**config.mk**
```make
export PLATFORM = sky130hd
export DESIGN_NAME = sorted_priority_queue
export DESIGN_NICKNAME = d
export VERILOG_FILES = /design/src/hw/rtl/spq_pkg.sv /design/src/hw/rtl/spq_cell.sv /design/src/hw/rtl/sorted_priority_queue.sv
export SDC_FILE = /design/constraint.sdc
export NUM_CORES = 2
export LEC_CHECK = 0
export BUFFER_PORTS_ARGS = -buffer_cell sky130_fd_sc_hd__buf_2
export CORE_MARGIN = 3
export CORE_UTILIZATION = 25
export CTS_CLUSTER_DIAMETER = 30
export DETAILED_ROUTE_END_ITERATION = 10
export SYNTH_ARGS = -nofsm -noshare
export SYNTH_HDL_FRONTEND = slang
export SYNTH_SLANG_ARGS = --single-unit
```
**constraint.sdc**
```tcl
create_clock -name clk -period 17.6 [get_ports clk]
set_clock_uncertainty 0.2 [all_clocks]
set_input_delay 0.88 -clock clk [delete_from_list [all_inputs] [get_ports clk]]
set_output_delay 0.88 -clock clk [all_outputs]
set_load 0.005 [all_outputs]
```
**src/hw/rtl/spq_pkg.sv**
```systemverilog
`default_nettype none

package spq_pkg;

  // operation codes carried in in_tuser
  localparam logic [1:0] MODE_ENQ  = 2'd0;
  localparam logic [1:0] MODE_DEQ  = 2'd1;
  localparam logic [1:0] MODE_PEEK = 2'd2;

  // result status codes carried in out_tuser
  localparam logic [1:0] ST_OK    = 2'd0;
  localparam logic [1:0] ST_EMPTY = 2'd1;
  localparam logic [1:0] ST_FULL  = 2'd2;

  // fixed field widths of the stream beats
  localparam int unsigned VALUE_W     = 32;
  localparam int unsigned PRIO_FIELD  = 16;
  localparam int unsigned COUNT_FIELD = 5;

  // per-cycle command broadcast to every cell
  typedef struct packed {
    logic enq;   // insert the new entry in sorted place
    logic deq;   // shift every entry one cell toward the head
  } cell_ctrl_t;

endpackage

`default_nettype wire

```
**src/hw/rtl/spq_cell.sv**
```systemverilog
`default_nettype none

module spq_cell #(
  parameter int unsigned PRI_W = 16
) (
  input  wire                        clk,
  input  wire                        rst_n,
  input  spq_pkg::cell_ctrl_t        ctrl,
  input  wire  [31:0]                new_value,
  input  wire  [PRI_W-1:0]           new_pri,
  input  wire                        left_greater,
  input  wire                        left_occ,
  input  wire  [31:0]                left_value,
  input  wire  [PRI_W-1:0]           left_pri,
  input  wire                        right_occ,
  input  wire  [31:0]                right_value,
  input  wire  [PRI_W-1:0]           right_pri,
  output logic                       greater,
  output logic                       occ_r,
  output logic [31:0]                value_r,
  output logic [PRI_W-1:0]           pri_r,
  output logic                       occ_nxt,
  output logic [31:0]                value_nxt,
  output logic [PRI_W-1:0]           pri_nxt
);
  import spq_pkg::*;

  // new entry belongs at or before this cell; equal priority stays in front
  assign greater = !occ_r || (pri_r > new_pri);

  // next contents: hold, take new entry, take left neighbor or right neighbor
  always_comb begin
    occ_nxt   = occ_r;
    value_nxt = value_r;
    pri_nxt   = pri_r;
    if (ctrl.enq && greater) begin
      if (left_greater) begin
        occ_nxt   = left_occ;
        value_nxt = left_value;
        pri_nxt   = left_pri;
      end else begin
        occ_nxt   = 1'b1;
        value_nxt = new_value;
        pri_nxt   = new_pri;
      end
    end else if (ctrl.deq) begin
      occ_nxt   = right_occ;
      value_nxt = right_value;
      pri_nxt   = right_pri;
    end
  end

  always_ff @(posedge clk) begin
    if (!rst_n) begin
      occ_r <= 1'b0;
    end else begin
      occ_r <= occ_nxt;
    end
  end

  // payload needs no reset
  always_ff @(posedge clk) begin
    value_r <= value_nxt;
    pri_r   <= pri_nxt;
  end

endmodule

`default_nettype wire

```
**src/hw/rtl/sorted_priority_queue.sv**
```systemverilog
// Sorted priority queue of DEPTH entries held in a row of compare-and-shift
// cells, head in cell 0, smallest priority number first, equal priorities in
// arrival order. Each input beat carries one operation in in_tuser (enqueue,
// dequeue, peek; the unused code acts as a peek) and yields exactly one result
// beat with the status, the head entry after the operation (zero when empty)
// and the entry count. Every cell decides its next contents from its own
// compare and its neighbors in the same cycle, so one operation completes per
// clock: a new beat is accepted every cycle while the result register is
// empty or being drained. Enqueue into a full queue is dropped with status
// full; dequeue or peek on an empty queue reports empty.
`default_nettype none

module sorted_priority_queue #(
  parameter int unsigned DEPTH         = 16,
  parameter int unsigned PRIORITY_BITS = 16
) (
  input  wire         clk,
  input  wire         rst_n,
  input  wire         in_tvalid,
  output logic        in_tready,
  input  wire  [47:0] in_tdata,   // [31:0] item_value, [47:32] item_priority
  input  wire  [1:0]  in_tuser,   // [1:0] mode
  output logic        out_tvalid,
  input  wire         out_tready,
  output logic [55:0] out_tdata,  // [31:0] head_value, [47:32] head_priority,
                                  // [52:48] entry_count, [55:53] zero
  output logic [2:0]  out_tuser   // [1:0] status, [2] head_valid
);
  import spq_pkg::*;

  localparam int unsigned CW = $clog2(DEPTH + 1);

  // cell array taps
  logic [31:0]              c_value_r   [DEPTH];
  logic [PRIORITY_BITS-1:0] c_pri_r     [DEPTH];
  logic [DEPTH-1:0]         c_occ_r;
  logic [DEPTH-1:0]         c_greater;
  logic [31:0]              c_value_nxt [DEPTH];
  logic [PRIORITY_BITS-1:0] c_pri_nxt   [DEPTH];
  logic [DEPTH-1:0]         c_occ_nxt;

  logic [CW-1:0]            count_r, count_nxt;
  logic                     out_valid_r;
  logic [55:0]              out_data_r;
  logic [2:0]               out_user_r;

  logic                     accept;
  logic                     full, empty;
  logic [1:0]               status;
  cell_ctrl_t               ctrl;
  logic [31:0]              new_value;
  logic [PRIORITY_BITS-1:0] new_pri;
  logic [31:0]              pri_ext;
  logic [31:0]              head_pri_ext;
  logic [31:0]              cnt_ext;

  // handshake: the result register parts the two sides
  assign in_tready  = !out_valid_r || out_tready;
  assign accept     = in_tvalid && in_tready;
  assign out_tvalid = out_valid_r;
  assign out_tdata  = out_data_r;
  assign out_tuser  = out_user_r;

  // input unpacking, priority trimmed or widened to storage width
  assign new_value = in_tdata[31:0];
  always_comb begin
    pri_ext        = '0;
    pri_ext[15:0]  = in_tdata[47:32];
  end
  assign new_pri = pri_ext[PRIORITY_BITS-1:0];

  assign full  = (count_r == CW'(DEPTH));
  assign empty = (count_r == '0);

  // decode operation into cell command and status
  always_comb begin
    ctrl      = '0;
    status    = ST_OK;
    count_nxt = count_r;
    case (in_tuser)
      MODE_ENQ: begin
        if (full) begin
          status = ST_FULL;
        end else begin
          ctrl.enq  = accept;
          count_nxt = count_r + 1'b1;
        end
      end
      MODE_DEQ: begin
        if (empty) begin
          status = ST_EMPTY;
        end else begin
          ctrl.deq  = accept;
          count_nxt = count_r - 1'b1;
        end
      end
      default: begin
        if (empty) begin
          status = ST_EMPTY;
        end
      end
    endcase
  end

  // the cell row
  for (genvar i = 0; i < DEPTH; i++) begin : g_cell
    logic                     l_greater, l_occ, r_occ;
    logic [31:0]              l_value, r_value;
    logic [PRIORITY_BITS-1:0] l_pri, r_pri;

    if (i == 0) begin : g_head
      assign l_greater = 1'b0;
      assign l_occ     = 1'b0;
      assign l_value   = '0;
      assign l_pri     = '0;
    end else begin : g_mid
      assign l_greater = c_greater[i-1];
      assign l_occ     = c_occ_r[i-1];
      assign l_value   = c_value_r[i-1];
      assign l_pri     = c_pri_r[i-1];
    end

    if (i == DEPTH - 1) begin : g_tail
      assign r_occ   = 1'b0;
      assign r_value = '0;
      assign r_pri   = '0;
    end else begin : g_body
      assign r_occ   = c_occ_r[i+1];
      assign r_value = c_value_r[i+1];
      assign r_pri   = c_pri_r[i+1];
    end

    spq_cell #(
      .PRI_W (PRIORITY_BITS)
    ) u_cell (
      .clk          (clk),
      .rst_n        (rst_n),
      .ctrl         (ctrl),
      .new_value    (new_value),
      .new_pri      (new_pri),
      .left_greater (l_greater),
      .left_occ     (l_occ),
      .left_value   (l_value),
      .left_pri     (l_pri),
      .right_occ    (r_occ),
      .right_value  (r_value),
      .right_pri    (r_pri),
      .greater      (c_greater[i]),
      .occ_r        (c_occ_r[i]),
      .value_r      (c_value_r[i]),
      .pri_r        (c_pri_r[i]),
      .occ_nxt      (c_occ_nxt[i]),
      .value_nxt    (c_value_nxt[i]),
      .pri_nxt      (c_pri_nxt[i])
    );
  end

  // result fields from the head cell after the operation
  always_comb begin
    head_pri_ext = '0;
    if (c_occ_nxt[0]) begin
      head_pri_ext[PRIORITY_BITS-1:0] = c_pri_nxt[0];
    end
    cnt_ext         = '0;
    cnt_ext[CW-1:0] = count_nxt;
  end

  always_ff @(posedge clk) begin
    if (!rst_n) begin
      count_r     <= '0;
      out_valid_r <= 1'b0;
    end else begin
      if (accept) begin
        count_r <= count_nxt;
      end
      if (accept) begin
        out_valid_r <= 1'b1;
      end else if (out_tready) begin
        out_valid_r <= 1'b0;
      end
    end
  end

  // result beat payload
  always_ff @(posedge clk) begin
    if (accept) begin
      out_data_r[31:0]  <= c_occ_nxt[0] ? c_value_nxt[0] : 32'd0;
      out_data_r[47:32] <= head_pri_ext[15:0];
      out_data_r[52:48] <= cnt_ext[4:0];
      out_data_r[55:53] <= 3'd0;
      out_user_r        <= {c_occ_nxt[0], status};
    end
  end

  // the count never runs past the cell row
  a_count_range: assert property (@(posedge clk) disable iff (!rst_n)
    count_r <= CW'(DEPTH))
    else $error("entry count exceeds depth");

  // head cell occupancy agrees with the count
  a_head_occ: assert property (@(posedge clk) disable iff (!rst_n)
    c_occ_r[0] == (count_r != '0))
    else $error("head cell occupancy disagrees with count");

  // tail cell occupancy agrees with a full count
  a_tail_occ: assert property (@(posedge clk) disable iff (!rst_n)
    c_occ_r[DEPTH-1] == (count_r == CW'(DEPTH)))
    else $error("tail cell occupancy disagrees with full count");

  // a dequeue on a nonempty queue shifts the row and drops one entry
  a_deq_count: assert property (@(posedge clk) disable iff (!rst_n)
    (accept && (in_tuser == MODE_DEQ) && !empty) |=>
      ((count_r + 1'b1) == $past(count_r)))
    else $error("dequeue did not drop one entry");

endmodule

`default_nettype wire

```
==> summary.txt <==
Setup path
  – WP depth: 13
  – Crit path launch type: input port
  – CP Buf/Inv Count: 6
  – CP top delay family: buffers and inverters
  – Crit Reg-Reg Endpoint: g_cell[4].u_cell.pri_r[4]
  – Critical path class: input port to flip-flop
  – Most used cell, CP: buf_4
  – R2r worst-path depth: 10
  – Crit. End Element: flip-flop
  – Data required, critical path: 17.80 ns
  – Critical path's largest stage delay: roughly 0.57 ns
  – Worst R2R Start: g_cell[4].u_cell.pri_r[9]
  – R2R Setup Slk: around 13 ns
  – Crit path max fanout: 68
  – CP max stage cell: buf_4
  – Crit path cell chain: buf_2 -> inv_1 -> buf_4 -> ha_1 -> nand4_1 -> nor4_1 -> o21ai_0 -> a31oi_4 -> buf_4 -> nand2_2 -> buf_4 -> nand2_2 -> buf_4
  – Worst Path Arrival: 5.21 ns

Timing
  – Worst Slack Setup Final: 12.58 ns
  – WHS: 0.197 ns
  – Max_slew headroom: between 20% and 30%
  – F_max: 199 MHz
  – Final worst path period need: 5.02 ns
  – Final setup fails: 0
  – Final Hold Vio Count: 0
  – Worst Max-Slew Pin Slew: 1.14 ns
  – RSZ-0062 raised after global routing: no
  – Final period utilization: 28.5%
  – Max Slew Vio Count: 0
  – TNS Setup: 0 ns

Synth
  – Register area share after synthesis: 51.1%
  – Compound-Gate Fraction of Synth Area: 14.8%
  – Syn Inst Count: 4,849
  – Largest family of logic cells by synthesized area: compound AO/OA/AOI/OAI gates
  – Post-Syn Area: between 0.04 and 0.05 mm^2
  – Main synth FF type: edfxtp_1
  – Mapped Avg Cell Area: 9.97 um^2
  – Share of the synthesized area in the top cell type: 48.2%
  – Simple-gate share of the synthesized area: 13.9%
  – Area share of fa/ha/maj cells after synthesis: 6.68%
  – Register bit total from synthesis: 846
  – Yosys top cell by area: edfxtp_1
  – Synth top area cells: edfxtp_1 48%, mux2i_1 9.4%, ha_1 6.7%
  – Synth warn: 0
  – Post-synthesis xor/xnor area fraction: 0.0544%
  – Distinct cells, synth: 68
  – Async SR Flop Fraction: 0%
  – Post-synth EDFFs: slightly below 800
  – Mux contribution to synthesized area: 9.48%

Pwr
  – LEAKAGE: 21.7 nW
  – Peak supply drop: 0.102 mV
  – Tot Pwr: 6.76 mW
  – Power per Cell Area: roughly 120 mW/mm^2

Clock tree
  – Hold Buf Count CTS: 0
  – Clock Tree Root: clkbuf_16
  – Total CTS buffers: 179
  – Maximum root-to-sink buffer count: 3
  – H-tree depth: 4
  – Worst-skew pair later-pin latency: 0.78 ns
  – Clk pin slew, worst setup/hold paths: ~0.050 ns
  – Post-cts gate resize count: 0
  – Clock tree from TritonCTS: yes
  – Clk sinks: around 850
  – Setup Buffers After CTS: 0

Placed design
  – Post-DP Area: slightly above 0.05 mm^2
  – Dpl ws: 11.94 ns
  – # port buffers: 111
  – Global placement routability congestion: 0.911
  – HPWL Detailed: 101 mm

Min path
  – Hold Crit Depth: 3
  – Worst Hold Path EP: out_tvalid
  – Hold Path Class: input port to flip-flop
  – Hold_sp: in_tvalid

Floorplan
  – Chip Height: 446 um
  – Core Region: 0.191 mm^2
  – Starting Density: 25.3%
  – # IOs: about 120
  – Row count: 160
  – DIE AREA: between 0.15 and 0.2 mm^2
  – Die Wd: ~450 um

Detailed routing
  – Post-DRT Antenna Nets: 0
  – Initial DRC count: approximately 3.2k
  – TritonRoute pass-1 iters: 5
  – DRC viols: 0
  – Vias per Instance: 5.15
  – Vias: slightly below 40k
  – Routed len/inst: between 15 and 20 um
  – Drt total wl: 147 mm

Finish
  – Area occupied by multi-input gates: ~0.022 mm^2
  – Nets: 5,123
  – Share of cells above drive strength 1: between 10% and 20%
  – Area growth from synthesis to layout: 19.2%
  – Fillers: just under 20k
  – Final instance area: between 0.05 and 0.06 mm^2
  – Reg area: 0.0247 mm^2

Global route
  – Antenna violations before repair: 25
  – Overall Global Routing Usage: 14.4%
  – First-pass GRT wire length: 228 mm
  – Vias in the first global route: 39.3k
  – Final global-route overflow total: 0
  – Pin count of the biggest net entering global routing: 100

Run status
  – Status: complete, no violations

Flow run
  – Max-cap violations: 0
-- layout make-up --
class	instances	area share, %
Timing Repair Buffer	188	1.99
Clock buffer	206	8.28
Clock inverter	130	2.84
Sequential cell	846	42.9
Multi-Input combinational cell	3545	38.2
Antenna cell	3	0.0130
Inverter	51	0.332
Tap cell	2511	5.45
-- flip-flops by register name, indices dropped and copies added (netlist names) --
signal	count
count_r	5
g_cell.u_cell.occ_r	16
g_cell.u_cell.pri_r	256
g_cell.u_cell.value_r	512
out_tdata	53
out_tuser	3
out_tvalid	1
-- tightest hold or removal path, delay by kind of cell --
kind,cells,cell delay (ns)
buffers and inverters,2,0.14
AOI/OAI and AO/OA,1,0.07
-- routing by layer --
metal,track usage [%],vias to the layer above,part of all wire [%]
met4,4.51,6,2.5
met2,23.6,1297,47
met3,2.53,278,6.6
met5,0,-,0.020
li1,-,17900,-
met1,19.3,19100,44
-- synthesized netlist by cell type, types with 8 or more instances --
library cell,instances
edfxtp_1,776
nand3_1,136
buf_4,9
buf_2,107
o2bb2ai_1,46
buf_1,16
o211ai_1,13
a21oi_1,406
and4_1,8
ha_1,258
a21boi_0,9
a21o_1,25
clkbuf_1,275
mux2i_1,452
o21ai_0,285
nand2_1,805
a2bb2oi_1,47
and3_1,15
a221oi_1,50
nor4_1,9
nor2b_1,24
nand2b_1,9
a31oi_1,244
inv_1,50
dfxtp_1,70
nor2_1,538
o211a_1,9
nand4_1,49
nor3_1,17
-- logic make-up (layout without fill, tap and decap cells) --
logic type,count (synthesis),after routing
muxes,457,457
adders and majority gates,258,258
xor gates and xnor gates,3,3
buffers and inverters,460,575
AOI/OAI and AO/OA,1190,1190
DFF,846,846
and+or+nand+nor,1634,1634
other,1,6
-- layout by cell type (no fill, tap or decap), types with 27 or more instances in the layout --
cell type	instances
nand2_1	786
edfxtp_1	776
nor2_1	532
mux2i_1	452
a21oi_1	404
o21ai_0	281
ha_1	258
a31oi_1	241
clkbuf_16	186
nand3_1	132
buf_2	111
buf_4	76
dfxtp_1	68
a221oi_1	50
inv_1	49
nand4_1	49
a2bb2oi_1	47
o2bb2ai_1	46
bufinv_16	32
clkinv_1	27
-- worst max path at each step --
stage                             from                    endpoint  slack, ns
after floorplan           in_tdata[43]   g_cell[9].u_cell.pri_r[0]      10.96
after global placement    in_tdata[46]  g_cell[4].u_cell.pri_r[10]      12.15
after detailed placement  in_tdata[46]  g_cell[4].u_cell.pri_r[12]      11.94
after CTS                 in_tdata[46]   g_cell[4].u_cell.pri_r[2]      12.77
after global routing      in_tdata[46]   g_cell[4].u_cell.pri_r[4]      12.34
final                     in_tdata[46]   g_cell[4].u_cell.pri_r[4]      12.58
-- per-stage QoR --
step,utilization (%),std cells
floorplan,-,4851
global placement,26.8,7140
detailed placement,26.8,7140
CTS,30.1,7476
global route,30.1,7477
finish,30.1,7480
-- report_power, final --
group          total [mW]  switching, mW  leakage [nW]  internal, mW
Combinational       0.696          0.443          10.9         0.253
Sequential           2.48          0.112          7.77          2.36
Clock                3.58           1.17          3.08          2.41
(Power assumes the default switching activity.)
